==> config.mk <==
export PLATFORM = sky130hd
export DESIGN_NAME = tat_log
export DESIGN_NICKNAME = d
export VERILOG_FILES = /design/src/hdl/tat_pkg.sv /design/src/hdl/tat_log.sv
export SDC_FILE = /design/constraint.sdc
export NUM_CORES = 2
export LEC_CHECK = 0
export BUFFER_PORTS_ARGS = -buffer_cell sky130_fd_sc_hd__buf_2
export CAP_MARGIN = 15
export CORE_MARGIN = 5
export CORE_UTILIZATION = 50
export CTS_CLUSTER_DIAMETER = 80
export DETAILED_ROUTE_END_ITERATION = 8
export GPL_TIMING_DRIVEN = 0
export PLACE_DENSITY = 0.65
export SETUP_SLACK_MARGIN = 0.3
export SLEW_MARGIN = 25
export SYNTH_ARGS = -nofsm -noshare
export SYNTH_HDL_FRONTEND = slang
export SYNTH_SLANG_ARGS = --single-unit
export TNS_END_PERCENT = 10
==> constraint.sdc <==
create_clock -name clock -period 11.9 [get_ports clock]
set_input_delay 2.38 -clock clock [delete_from_list [all_inputs] [get_ports clock]]
set_output_delay 2.38 -clock clock [all_outputs]
set_load 0.01 [all_outputs]
==> src/hdl/tat_pkg.sv <==
// Package for the thermistor temperature block: widths, register indexes, constants.
// No dependencies.
`default_nettype none
package tat_pkg;
   localparam int SAMPLE_W  = 10;
   localparam int RES_W     = 30;
   localparam int TEMP_W    = 18;
   localparam int VOLT_W    = 9;
   localparam logic [9:0]  ADC_FULL = 10'd1023;
   localparam logic [29:0] R_MAX    = 30'd1022000000;
   localparam logic signed [17:0] T_MIN = -18'sd27315;
   localparam logic signed [17:0] T_MAX = 18'sd100000;
   localparam logic [31:0] LN2_Q30  = 32'd744261118;
   localparam logic [1:0] REG_R0    = 2'd0;
   localparam logic [1:0] REG_T0    = 2'd1;
   localparam logic [1:0] REG_BETA  = 2'd2;

   typedef struct packed {
      logic [19:0] r0;
      logic [15:0] t0;
      logic [14:0] beta;
   } cfg_type;
endpackage
`default_nettype wire

==> src/hdl/tat_log.sv <==
// Q16 natural logarithm by repeated squaring, one fraction bit per cycle.
// Depends on tat_pkg.
`default_nettype none
module tat_log (
   input  wire logic        clock,
   input  wire logic        reset,
   input  wire logic        start,
   input  wire logic [9:0]  n,
   output logic             done,
   output logic [18:0]      ln_q16
);
   import tat_pkg::*;
   localparam logic [2:0] S_IDLE = 3'd0, S_SQ = 3'd1, S_MUL = 3'd2, S_FIN = 3'd3;
   logic [2:0]  st_ff, st_in;
   logic [31:0] m_ff, m_in;
   logic [3:0]  e_ff, e_in;
   logic [19:0] f_ff, f_in;
   logic [4:0]  cnt_ff, cnt_in;
   logic [56:0] prod_ff, prod_in;
   logic        done_ff, done_in;
   logic [63:0] sq;
   logic [3:0]  e0;

   // leading one position of n, capped at nine
   always_comb begin
      e0 = 4'd0;
      for (int i = 1; i < 10; i++)
         if (n[i]) e0 = 4'(i);
   end

   always_comb begin
      st_in = st_ff; m_in = m_ff; e_in = e_ff; f_in = f_ff; cnt_in = cnt_ff;
      prod_in = prod_ff; done_in = 1'b0;
      sq = 64'(m_ff) * 64'(m_ff);
      unique case (st_ff)
         S_IDLE: if (start) begin
            e_in = e0; m_in = 32'({22'd0, n} << (5'd30 - 5'(e0)));
            f_in = '0; cnt_in = 5'd20; st_in = S_SQ;
         end
         S_SQ: begin
            if (sq[63:30] >= 34'h80000000) begin
               m_in = 32'(sq[63:31]); f_in = {f_ff[18:0], 1'b1};
            end else begin
               m_in = 32'(sq[63:30]); f_in = {f_ff[18:0], 1'b0};
            end
            cnt_in = cnt_ff - 1'b1;
            if (cnt_ff == 5'd1) st_in = S_MUL;
         end
         S_MUL: begin
            prod_in = 57'({e_ff, f_ff}) * 57'(LN2_Q30);
            st_in = S_FIN;
         end
         S_FIN: begin
            done_in = 1'b1; st_in = S_IDLE;
         end
         default: st_in = S_IDLE;
      endcase
   end

   always_ff @(posedge clock) begin
      if (reset) begin
         st_ff <= S_IDLE; done_ff <= 1'b0; cnt_ff <= '0;
      end else begin
         st_ff <= st_in; done_ff <= done_in; cnt_ff <= cnt_in;
      end
      m_ff <= m_in; e_ff <= e_in; f_ff <= f_in; prod_ff <= prod_in;
   end

   assign done   = done_ff;
   assign ln_q16 = prod_ff[52:34];
endmodule
`default_nettype wire

==> impl_metrics.json <==
{
  "status": "complete, no violations",
  "routed_wl_um": 132000,
  "synth.most_common_cell": "inv_1",
  "ys_types": 79,
  "yosysTopAreaCell": "fa_1",
  "num_rows": 108,
  "cts_resized": 0,
  "fin_tns_setup_ps": 0,
  "max_cap_viol_count": 0,
  "final_nets": 6159,
  "syn-cell-area_mm2": 0.0436,
  "synth-edff-count": 75,
  "die_w_um": 305,
  "cts_sinks": 83,
  "hold_ws_ps": 498,
  "num_vias": 31200,
  "clock.fmax_ghz": 0.0899,
  "cp-start-kind": "flop",
  "htreeDepth": 3,
  "port_buffers": 30,
  "hp-class": "flop to flop",
  "fin_area_mm2": 0.0456,
  "ys_async_sr_fraction_pct": 0,
  "grt_max_degree": 54,
  "synth_area_leaders": "fa_1 (48%), ha_1 (16%), inv_1 (11%), edfxtp_1 (5.2%), and2_1 (3.4%)",
  "grt_overflow": 0,
  "drtPass1Iterations": 7,
  "dieArea_mm2": 0.0932,
  "antenna_found_initial": 5,
  "final-max-slew-violation-count": 0,
  "wl_per_cell_um": 23.1,
  "synth_top_flop_cell": "edfxtp_1",
  "gp_congestion": 1.01,
  "syn_inst": 4505,
  "required_ps": 11950,
  "ctsHoldBuffers": 0,
  "avgViaCountPerCell": 5.46,
  "insertion_delay_ps": 360,
  "postRouteAntennaNets": 0,
  "drt_iter0_drc": 2789,
  "yosysWarnings": 0,
  "placed_cell_area_mm2": 0.0452,
  "ioPinCount": 33,
  "relSlewSlack_pct": 22.9,
  "grt_pass1_vias": 33800,
  "skew_ps": 10.7,
  "synth_top_area_share_pct": 47.7,
  "cts_tree": "built",
  "core_area_mm2": 0.0866,
  "syn_to_final_growth_pct": 4.53,
  "worst-path-max-fanout": 10,
  "hold_viol_final": 0,
  "fill_cells": 7968,
  "cts-root-buf": "clkbuf_16",
  "post-dp-hpwl_um": 113000,
  "clock_path_buffers": 2,
  "drive_gt1_share_pct": 2.33,
  "die_y_um": 305,
  "drc_errors": 0,
  "period_needed_ps": 11130,
  "synth_nets": 6117,
  "clk_pin_slew_ps": 70,
  "grt_first_pass_wirelength_um": 204000,
  "ys_top_cells_by_count": "inv_1 (1332), fa_1 (1039), ha_1 (560)",
  "initial_core_util_pct": 50.3,
  "yosysSeqAreaShare_pct": 5.53,
  "cts_buffers": 9,
  "crit_type": "flop to flop",
  "final.period_utilization_pct": 93.5,
  "rsz0062_at_grt": "false",
  "worst_ep_arrival_time_ps": 11180,
  "worstMarginPinSlew_ps": 1160,
  "setup_viol_count_final": 0,
  "track_usage_pct": 28.9,
  "avgSynthCellArea_um2": 9.68,
  "post_cts_buffers": 0,
  "setup.worst_path.end_class": "flop",
  "ys_seq_elements": 83
}
through the flow:
stage               instances  worst slack [ps]  util (%)
finish                   5711               772      52.6
floorplan                4505              3710         -
CTS                      5706              1070      52.6
detailed placement       5690              1130      52.2
global placement         5690               841      52.2
global route             5709               799      52.6
final cells by class:
class                      instances  area (µm²)  area share, %
clock buffer                      10         229          0.502
inverter                        1333        5010           11.0
timing repair buffer              31         161          0.354
tap                             1155        1450           3.17
multi-input combinational       2948       35700           78.2
sequential                        83        2410           5.29
clock inverter                     6         113          0.247
antenna                            4        10.0         0.0220
buffer                           141         561           1.23
per-layer routing:
metal / vias up / GRT usage (%) / wire length, µm
li1: 13600 / - / -
met1: 15800 / 38.0 / 51000
met2: 1444 / 47.2 / 61500
met3: 332 / 6.05 / 12000
met4: 4 / 11.8 / 7210
met5: - / 0 / 22
critical path, cell delays in order, from the launching register on:
cell and delay, ps:
edfxtp_1 540, clkbuf_1 580, clkbuf_1 850, nand2_1 290, fa_1 570, fa_1 520
fa_1 550, fa_1 580, inv_1 60, fa_1 570, fa_1 450, fa_1 440
fa_1 480, ha_1 300, clkbuf_1 450, nand2_1 230, o21ai_0 390, nor4_1 200
o2111a_1 260, o21ai_0 760, a21oi_1 200, xnor2_1 240, nor3_2 510, clkbuf_1 530
o21ai_0 280
path summary, 6_finish.rpt:
kind / from / endpoint / slack [ps] / depth (start not counted)
worst min-delay path: cnt_ff[1] / cnt_ff[1] / 500 / 2
worst min register to register: cnt_ff[1] / cnt_ff[1] / 500 / 2
worst max register to register: m_ff[9] / m_ff[2] / 770 / 24
worst max-delay path: m_ff[9] / m_ff[2] / 770 / 24
kinds of logic after synthesis:
logic type      count (synthesis)  synth area share (%)
fa+ha+maj                    1599                  63.8
buf+inv                      1474                  12.7
simple gates                  845                  9.55
compound gates                387                  5.87
xor+xnor                       93                  1.87
flops                          83                  5.53
mux                            24                 0.680
state kept, by name, indices dropped and copies added (netlist names):
name and count:
f_ff 20, done 1, m_ff 32, e_ff 4, st_ff 2, prod_ff 19, cnt_ff 5
cells in the final DEF, fill, tap and decap left out, types with 8 or more instances in the layout:
master     netlist  routed
a21oi_1        111     111
xnor2_1         49      49
clkbuf_1       127     120
a211oi_1        16      16
and3_1          16      16
xor2_1          44      44
a21o_1          57      57
nor2b_1         17      17
dfxtp_1          8       8
inv_1         1332    1331
o21bai_1        17      17
clkbuf_2         0       8
nand3_1         45      45
ha_1           560     560
nand2_1        333     333
o21ai_0         66      66
a31oi_1         17      17
nand4_1         30      30
a31o_2          11      11
nand2b_1        11      11
clkbuf_16        0       9
and2_1         238     238
mux2i_1         15      15
buf_2            8      38
a221oi_1         8       8
o21a_1          10      10
o211ai_1        11      11
nor2_1         104     104
edfxtp_1        75      75
fa_1          1039    1039
nor3_1          18      18
Power is left out: the tool's default activity adds up to more than one toggle a clock period on the data nets, which glitch-free logic cannot reach.
