==> src/hdl/tat_divider.sv <==
// Bit-serial restoring divider, one quotient bit per cycle.
// Depends on nothing but its ports.
`default_nettype none
module tat_divider #(
   parameter int NW = 64,
   parameter int DW = 64
) (
   input  wire logic          clock,
   input  wire logic          reset,
   input  wire logic          start,
   input  wire logic [NW-1:0] num,
   input  wire logic [DW-1:0] den,
   output logic               done,
   output logic [NW-1:0]      quot
);
   localparam int CW = $clog2(NW + 1);
   logic [NW-1:0] q_ff, q_in;
   logic [DW:0]   r_ff, r_in;
   logic [DW-1:0] d_ff, d_in;
   logic [CW-1:0] cnt_ff, cnt_in;
   logic          busy_ff, busy_in, done_ff, done_in;
   logic [DW:0]   trial;

   // shift in one numerator bit, subtract when it fits
   always_comb begin
      q_in = q_ff; r_in = r_ff; d_in = d_ff; cnt_in = cnt_ff;
      busy_in = busy_ff; done_in = 1'b0;
      trial = {r_ff[DW-1:0], q_ff[NW-1]};
      if (start) begin
         q_in = num; r_in = '0; d_in = den; cnt_in = CW'(NW); busy_in = 1'b1;
      end else if (busy_ff) begin
         q_in = {q_ff[NW-2:0], 1'b0};
         if (trial >= {1'b0, d_ff}) begin
            r_in = trial - {1'b0, d_ff};
            q_in[0] = 1'b1;
         end else begin
            r_in = trial;
         end
         cnt_in = cnt_ff - 1'b1;
         if (cnt_ff == CW'(1)) begin
            busy_in = 1'b0; done_in = 1'b1;
         end
      end
   end

   always_ff @(posedge clock) begin
      if (reset) begin
         busy_ff <= 1'b0; done_ff <= 1'b0; cnt_ff <= '0;
      end else begin
         busy_ff <= busy_in; done_ff <= done_in; cnt_ff <= cnt_in;
      end
      q_ff <= q_in; r_ff <= r_in; d_ff <= d_in;
   end

   assign done = done_ff;
   assign quot = q_ff;
endmodule
`default_nettype wire

==> config.mk <==
export PLATFORM = sky130hd
export DESIGN_NAME = tat_divider
export DESIGN_NICKNAME = d
export VERILOG_FILES = /design/src/hdl/tat_divider.sv
export SDC_FILE = /design/constraint.sdc
export NUM_CORES = 1
export LEC_CHECK = 0
export BUFFER_PORTS_ARGS = -buffer_cell sky130_fd_sc_hd__buf_4
export CAP_MARGIN = 20
export CORE_UTILIZATION = 50
export CTS_BUF_LIST = sky130_fd_sc_hd__clkbuf_8 sky130_fd_sc_hd__clkbuf_16
export CTS_CLUSTER_SIZE = 30
export DETAILED_ROUTE_END_ITERATION = 10
export HOLD_SLACK_MARGIN = 0.1
export PLACE_DENSITY = 0.72
export SYNTH_ARGS = -nofsm -noshare
export SYNTH_HDL_FRONTEND = slang
export SYNTH_SLANG_ARGS = --single-unit
export TNS_END_PERCENT = 10
==> constraint.sdc <==
create_clock -name clock -period 9.4 [get_ports clock]
set_clock_uncertainty 0.2 [all_clocks]
set_input_delay 1.41 -clock clock [delete_from_list [all_inputs] [get_ports clock]]
set_output_delay 1.41 -clock clock [all_outputs]
set_load 0.1 [all_outputs]
==> qor.yml, run 1 <==
routed_wl_um: 30900
grt_first_pass_wirelength_um: 49270
cp.buffers_inverters: 2
drive_above_1_share_pct: 23.69
grt_max_degree: 69
portBuffers: 195
p_switching_uw: 1025
gr-usage-all-layers_pct: 24.76
post-place-ws_ps: 4981
clkSinkCount: 201
area_delta_synth_final_pct: 18.58
syn_area_per_cell_um2: 9.558
path_class: "reg2reg"
p_seq_share_pct: 38.0
cpMostUsedCell: "a21o_1"
die-width_um: 158.5
crit_chain: "inv_1, ha_1, a21o_1, a21o_1, a21o_1, a21oi_1, o21bai_1, a2111oi_0, o21a_2, buf_4, nor3_1, a211o_1"
cts_root_buffer: "clkbuf_16"
final_max_slew_viol_count: 0
h-tree-depth: 1
fin_area_um2: 14520
ant_nets: 0
hp-class: "reg2reg"
numCtsBuffers: 23
achievable-frequency_mhz: 223.0
cap_violations: 0
ys_warn_count: 0
p_sw_share_pct: 35.84
cts.clk_slew.worst_paths_ps: 60
yosys.area_share.simple_pct: 14.24
io_pins: 196
wl_per_cell_um: 17.49
drt_pass1_iterations: 5
num_rows: 56
layout_min_cycle_time_ps: 4485
num-fill-cells: 2035
ys_seq_area_share_pct: 43.33
p_int_uw: 1834
antenna_found_initial: 0
initial_core_util_pct: 51.55
async_flop_share_pct: 0
fin_nets: 1630
synth_top_family_by_area: "compound AO/OA/AOI/OAI gates"
slowest_delay_ps: 920
first_iter_violations: 603
required_ps: 9610
drc_errors: 0
synth_edf_count: 128
worstMarginPinSlew_ps: 1040
cpLargestDelayFamily: "compound AO/OA/AOI/OAI gates"
synthCells: 1281
synth_top_flop_cell: "edfxtp_1"
slew_headroom_pct: 28.86
yosys.area_share.xor_xnor_pct: 3.720
die_area_um2: 25120
fin_tns_setup_ps: 0
cts_resized: 0
critPathArrivalTime_ps: 4690
share_comb_of_total_power_pct: 32.0
max-vdd-ir-drop_mv: 0.1744
cp_slowest_cell: "a2111oi_0"
cts_tree: "built"
layout_common_cells: "buf_4 (202), nand2_1 (137), edfxtp_1 (128)"
synth_adder_area_share_pct: 6.908
final_common_cell: "buf_4"
num_vias: 9996
min_period_over_period_pct: 47.71
netlist_area_um2: 12240
power_leakage_uw: 0.006113
hold_viol_final: 0
synth_seq_cells: 201
pwr-share-clk_pct: 30.0
vias_per_cell: 5.657
cellPowerDensity_nw_per_um2: 196.9
worstSetupStartpointType: "flop"
diodes: 0
status: "finished, final reports clean"
syn_nets: 1479
synth.distinct_cells: 74
floorplan.core_area_um2: 23750
clockBufferDepth: 3
gp_congestion: 0.9401
place_hpwl_um: 22820
clk_latency_ps: 520
muxShareOfSynthArea_pct: 6.407
cp_max_fo: 44
overflow: 0
ctsHoldBuffers: 0
post_cts_buffers: 0
setup_viol: 0
power.total_uw: 2859
die_y_um: 158.5
grt_pass1_vias: 9823
rsz0062_at_grt: "false"
cp-end-kind: "flop"
setup_ws_ps: 4915
synth_compound_area_share_pct: 19.33
place_area_um2: 13800
## cell type report
| type | instances | area (um^2) | share of cell area (%) |
|---|---|---|---|
| multi-input cells | 908 | 6208 | 42.76 |
| well taps | 319 | 399.1 | 2.749 |
| inverters | 95 | 356.6 | 2.456 |
| clock inverters | 18 | 142.6 | 0.9824 |
| repair buffers | 203 | 1528 | 10.52 |
| flip-flops and latches | 201 | 5309 | 36.57 |
| clock buffers | 23 | 575.6 | 3.964 |
## registers in the layout, summed over array words and instances, names as in the netlist
name and count:
r_ff 64, cnt_ff 7, done 1, quot 64, busy_ff 1, d_ff 64
## Yosys cell counts, types with 3 or more instances
master | number | area share (%)
a2111oi_0 | 3 | 0.21
a211o_1 | 7 | 0.50
a211oi_1 | 23 | 1.4
a21boi_0 | 4 | 0.25
a21o_1 | 32 | 2.0
a21oi_1 | 115 | 4.7
a21oi_2 | 3 | 0.21
a311oi_1 | 19 | 1.4
a311oi_2 | 18 | 2.2
a31oi_1 | 10 | 0.51
and3_1 | 10 | 0.51
buf_2 | 10 | 0.41
buf_4 | 4 | 0.25
buf_6 | 4 | 0.37
clkbuf_1 | 55 | 1.7
dfxtp_1 | 73 | 12
edfxtp_1 | 128 | 31
ha_1 | 66 | 6.7
inv_1 | 93 | 2.9
mux2_2 | 66 | 6.1
mux2i_1 | 3 | 0.25
nand2_1 | 138 | 4.2
nand3_1 | 16 | 0.65
nand4_1 | 32 | 1.6
nor2_1 | 108 | 3.3
nor2b_1 | 6 | 0.31
nor3_1 | 29 | 1.2
o211ai_1 | 4 | 0.25
o21a_1 | 15 | 0.92
o21ai_0 | 43 | 1.8
o21ai_1 | 3 | 0.12
o21bai_1 | 15 | 0.92
o31a_1 | 3 | 0.21
or2_2 | 10 | 0.51
or3_1 | 9 | 0.46
or4_1 | 4 | 0.25
xnor2_1 | 37 | 2.6
xor2_1 | 15 | 1.1
## path summary, 6_finish.rpt
| check | cells past startpoint | slack (ps) | endpoint | from |
|---|---|---|---|---|
| max reg2reg | 12 | 4920 | r_ff[52] | d_ff[58] |
| max | 12 | 4920 | r_ff[52] | d_ff[58] |
| min | 2 | 290 | cnt_ff[0] | cnt_ff[0] |
| min reg2reg | 2 | 290 | cnt_ff[0] | cnt_ff[0] |
## logic make-up (layout without fill, tap and decap cells)
family | Yosys count | count (layout)
xor gates and xnor gates | 52 | 52
DFF | 201 | 201
buffers and inverters | 172 | 339
and+or+nand+nor | 379 | 379
muxes | 70 | 70
AOI/OAI and AO/OA | 340 | 340
adders and majority gates | 67 | 67
## tightest hold or removal path, cell delays in order (launching register included)
cell     delay [ps]
dfxtp_1         320
nand2_1          60
a21oi_1          60
## layer usage
metal | share of wire (%) | vias up | wire [um] | track usage [%]
met5 | 0 | - | 0 | 0
met4 | 2.5 | 0 | 768 | 6.639
met3 | 6.1 | 58 | 1882 | 5.335
met2 | 48 | 265 | 14710 | 42.42
met1 | 44 | 4700 | 13540 | 31.43
li1 | - | 4973 | - | -
## power groups by stage
stage / clock, uW / sequential (uW) / combinational, uW
finish: 859 / 1090 / 915
global route: 907 / 1100 / 989
CTS: 878 / 1090 / 912
detailed placement: 0 / 1100 / 909
global placement: 0 / 1100 / 901
floorplan: 0 / 1300 / 499
## through the flow
stage                     cells  hold WS [ps]  util [%]
after detailed placement   1726         286.0     58.10
after floorplan            1281         258.8         -
after CTS                  1767         292.6     61.13
final                      1767         295.0     61.13
after global routing       1767         317.5     61.13
after global placement     1726         273.5     58.10
No activity file was read; power rests on OpenSTA's default activity.
==> run 2: changes to the inputs <==
ABC_AREA = 1   (was unset)
PLACE_DENSITY = 0.71   (was 0.72)
clock period = 4.13 ns   (was 9.4 ns; I/O delays follow)
==> qor.yml, run 2 <==
floorplan.core_area_um2: 28700
num_vias: 14300
cp.buffers_inverters: 3
num_rows: 62
wl_per_cell_um: 16.71
h-tree-depth: 1
gr-usage-all-layers_pct: 31.50
post-synth-top-area-cell: "edfxtp_1"
slowest_delay_ps: 550
layout_common_cells: "nand2_1 (913), inv_1 (432), buf_4 (204)"
synth.distinct_cells: 39
synth_top_area_share_pct: 26.37
first_iter_violations: 1023
fin_tns_setup_ps: 0
synthCells: 2192
synth_area_leaders: "edfxtp_1 (26%), nand2_1 (24%), inv_1 (11%)"
synth_top_flop_cell: "edfxtp_1"
cpMostUsedCell: "nand2_1"
area_delta_synth_final_pct: 21.83
hold_ws_ps: 133.3
syn_area_per_cell_um2: 6.650
ant_nets: 0
cts.clk_slew.worst_paths_ps: 70
drc_errors: 0
final_common_cell: "nand2_1"
post-place-ws_ps: 1128
worstMarginPinSlew_ps: 1086
drive_above_1_share_pct: 13.50
syn_nets: 2390
layout_min_cycle_time_ps: 3067
drt_pass1_iterations: 5
synth.most_common_cell: "nand2_1"
rsz0062_at_grt: "false"
clkSinkCount: 201
ys_warn_count: 0
hold_viol_final: 0
cp_slowest_cell: "buf_4"
cap_violations: 0
setup_viol: 0
final_max_slew_viol_count: 0
power_leakage_uw: 0.009781
fin_nets: 2640
die_area_um2: 29840
clk_latency_ps: 550
async_flop_share_pct: 0
netlist_area_um2: 14580
max-vdd-ir-drop_mv: 0.3865
place_hpwl_um: 36820
initial_core_util_pct: 50.79
utilization_pct: 61.87
antenna_found_initial: 2
die_y_um: 172.8
crit_chain: "ha_1, nand2_2, inv_1, nand2_1, nand2_1, a21oi_1, nand2_1, nand2_1, nand2_2, nor2_8, buf_4, nand3_1, nand2_1, inv_1, nand2_1, nand2_1"
required_ps: 4360
hp-class: "in2reg"
cts_tree: "built"
clockBufferDepth: 3
vias_per_cell: 5.026
io_pins: 196
gp_congestion: 1.056
synthTopCellsByCount: "nand2_1 (913), inv_1 (431), nand3_1 (131)"
cellPowerDensity_nw_per_um2: 319.5
cpLargestDelayFamily: "simple AND/OR/NAND/NOR gates"
numCtsBuffers: 24
routed_wl_um: 47530
post_cts_buffers: 0
cp_max_fo: 43
synth_edf_count: 128
die-width_um: 172.8
setup_ws_ps: 1063
ys_seq_area_share_pct: 36.39
synth_seq_cells: 201
cp-end-kind: "flop"
grt_pass1_vias: 13820
grt_max_degree: 94
critPathArrivalTime_ps: 3300
min_period_over_period_pct: 74.25
grt_first_pass_wirelength_um: 74080
portBuffers: 195
status: "finished, final reports clean"
achievable-frequency_mhz: 326.1
worstSetupStartpointType: "flop"
overflow: 0
cts_root_buffer: "clkbuf_16"
slew_headroom_pct: 27.62
path_class: "reg2reg"
[run 2: changes by cell type in the layout (fill, tap and decap cells not counted), sizes merged, moves of 37 or more]
cell	change
nand3	+143
nand2	+798
a311oi	-37
inv	+344
dlygate4sd3	+65
mux2	-67
a21oi	-67
[run 2: power by group]
group	leakage [uW]	internal, uW	switching (uW)
logic	0.00751	340	884
clock network	0.000395	1190	911
registers	0.00187	2290	63.0
[run 2: worst paths after layout]
check                  end  startpoint  slack [ps]  cells after the start
hold / removal    quot[30]     num[30]         130                      3
setup reg to reg  r_ff[56]    r_ff[47]        1060                     16
hold reg to reg   r_ff[32]    r_ff[32]         270                      2
setup / recovery  r_ff[56]    r_ff[47]        1060                     16
[run 2: layout make-up]
type	instances	area, um^2
antenna	1	2.502
clock buffer	27	641.9
clock inverter	17	138.9
fill	2726	10940
inverter	442	1660
multi-input combinational	1503	7328
sequential	201	5305
tap	384	480.5
timing repair buffer	270	2202
[run 2: what timing repair did]
action | CTS | global route
setup endpoints to repair | 0 | 0
hold buffers | 65 | 0
gates resized for setup | 0 | 0
endpoints found under the hold margin | 65 | 0
[run 2: routing by layer]
layer	up-vias	share of wire (%)	GRT usage, %
li1	7215	-	-
met1	6491	44	41.95
met2	530	46	52.76
met3	64	7.3	4.903
met4	0	2.7	9.292
met5	-	0	0
[run 2: cells by family after synthesis]
kind of cell,share of synthesized area [%]
adder cells (fa/ha/maj),5.802
buffers and inverters,13.41
XOR/XNOR,1.923
flip-flops,36.39
AO/OA/AOI/OAI,4.000
AND/OR/NAND/NOR,38.48
[run 2: worst register-to-register path: cells and delay by family (launching register included)]
family / cells / cell delay (ps)
adder cells (fa/ha/maj): 1 / 410
AND/OR/NAND/NOR: 11 / 1160
flip-flops: 1 / 340
buffers and inverters: 3 / 640
AO/OA/AOI/OAI: 1 / 230
[run 2: stage by stage]
step                instances  area [um^2]  power (uW)
floorplan                2192        14580        3213
global placement         2735        16330        3546
detailed placement       2735        16330        3559
CTS                      2844        17760        5709
global route             2845        17760        5873
finish                   2845        17760        5674
==> run 3: changes to the inputs <==
clock period = 3 ns   (was 4.13 ns; I/O delays follow)
==> qor.yml, run 3 (synthesis gave the netlist of run 2 again) <==
drt_pass1_iterations: 6
cp-end-kind: "flop"
floorplan.core_area_um2: 28700
num_rows: 62
setup_viol: 0
wl_met1_um: 21080
vias_per_cell: 5.013
met2_wirelength_um: 22510
rsz0062_at_grt: "true"
ant_nets: 0
utilization_pct: 64.79
first_iter_violations: 1133
portBuffers: 195
met3_length_um: 3020
io_pins: 196
num_vias: 14640
wl_per_cell_um: 16.46
p_seq_share_pct: 41.2
diodes: 0
slew_headroom_pct: 43.99
h-tree-depth: 1
p_switching_uw: 2519
die_y_um: 172.8
worstMarginPinSlew_ps: 840.1
pwr-share-clk_pct: 36.5
die_area_um2: 29840
crit_chain: "inv_1, ha_1, fa_1, inv_2, nand3_1, nand3_2, nand2_1, nand2_1, nand2_1, nand3b_1, nand2_1, nand4_1, nand3_1, nand2_1, nand2_1"
initial_core_util_pct: 50.79
cpMostUsedCell: "nand2_1"
clockBufferDepth: 3
status: "finished, final reports clean"
grt_first_pass_wirelength_um: 76590
max-vdd-ir-drop_mv: 0.5187
path_class: "reg2reg"
grt_max_degree: 115
achievable-frequency_mhz: 343.5
layout_min_cycle_time_ps: 2912
grt_pass1_vias: 14580
drc_errors: 0
area_delta_synth_final_pct: 27.57
placed_cells: 2749
clk_latency_ps: 550
cts.clk_slew.worst_paths_ps: 60
cp_slowest_cell: "fa_1"
hold_viol_final: 0
hold_ws_ps: 124.7
worstSetupStartpointType: "flop"
final_common_cell: "nand2_1"
cp.buffers_inverters: 2
required_ps: 3230
cts_tree: "built"
drive_above_1_share_pct: 13.68
clkSinkCount: 201
antenna_found_initial: 1
gp_congestion: 1.044
critPathArrivalTime_ps: 3140
cellPowerDensity_nw_per_um2: 423.5
cts_root_buffer: "clkbuf_16"
top_layer_used: "met4"
min_period_over_period_pct: 97.05
p_int_uw: 5357
cp_max_fo: 5
p_sw_share_pct: 31.98
slowest_delay_ps: 420
final_max_slew_viol_count: 0
routed_wl_um: 48060
die-width_um: 172.8
hp-class: "in2reg"
share_comb_of_total_power_pct: 22.3
stdcell_count: 2920
place_hpwl_um: 35950
power.total_uw: 7876
cap_violations: 0
gr-usage-all-layers_pct: 32.23
layout_common_cells: "nand2_1 (911), inv_1 (434), buf_4 (212)"
fin_nets: 2717
power_leakage_uw: 0.01017
overflow: 0
numCtsBuffers: 23
setup_ws_ps: 88.38
post-place-ws_ps: -18.38
cpLargestDelayFamily: "simple AND/OR/NAND/NOR gates"
run 3: cell types whose count changed in the layout (fill, tap and decap cells not counted), moves of 2 or more:
cell           change
dlygate4sd3_1     +63
buf_4              +8
buf_12             +7
clkinv_4           -2
inv_1              +2
nand2_1            -2
nand2_2            +2
run 3: layout make-up:
cell class              instances  area [um^2]
clock inverters                16        147.6
inverters                     442         1660
repair buffers                348         3033
multi-input cells            1503         7342
well taps                     384        480.5
fillers                      2536        10110
flip-flops and latches        201         5305
clock buffers                  26        628.1
run 3: final timing paths:
check                 from  endpoint  slack, ps  cells after the start
hold / removal       start  d_ff[35]        120                      1
setup / recovery  quot[63]  r_ff[56]         90                     15
setup reg to reg  quot[63]  r_ff[56]         90                     15
hold reg to reg   r_ff[39]  r_ff[39]        270                      2
run 3: repair_timing:
item | in CTS | in global routing
hold buffers | 128 | 0
endpoints found under the hold margin | 129 | 0
gates resized for setup | 0 | 5
pin swaps | 1 | 0
setup buffers | 1 | 0
setup endpoints to repair | 2 | 16
run 3: routing by layer:
layer | GRT usage, % | up-vias
li1 | - | 7364
met1 | 42.95 | 6663
met2 | 55.04 | 534
met3 | 3.650 | 77
met4 | 9.476 | 0
met5 | 0 | -
run 3: power by group through the flow:
stage / Sequential, uW / Combinational [uW] / Clock [uW]
after CTS: 3240 / 1730 / 2920
after detailed placement: 3290 / 1600 / 0
after global placement: 3290 / 1580 / 0
final: 3240 / 1760 / 2870
after floorplan: 3930 / 492 / 0
after global routing: 3260 / 1860 / 3030
run 3: metrics by stage:
| step | instance area (um^2) | TNS, ps |
|---|---|---|
| 2_1_floorplan | 14580 | -370.7 |
| 3_3_place_gp | 16520 | 0 |
| 3_5_place_dp | 16520 | -31.43 |
| 4_1_cts | 18580 | 0 |
| 5_1_grt | 18600 | -112.6 |
| 6_report | 18600 | 0 |
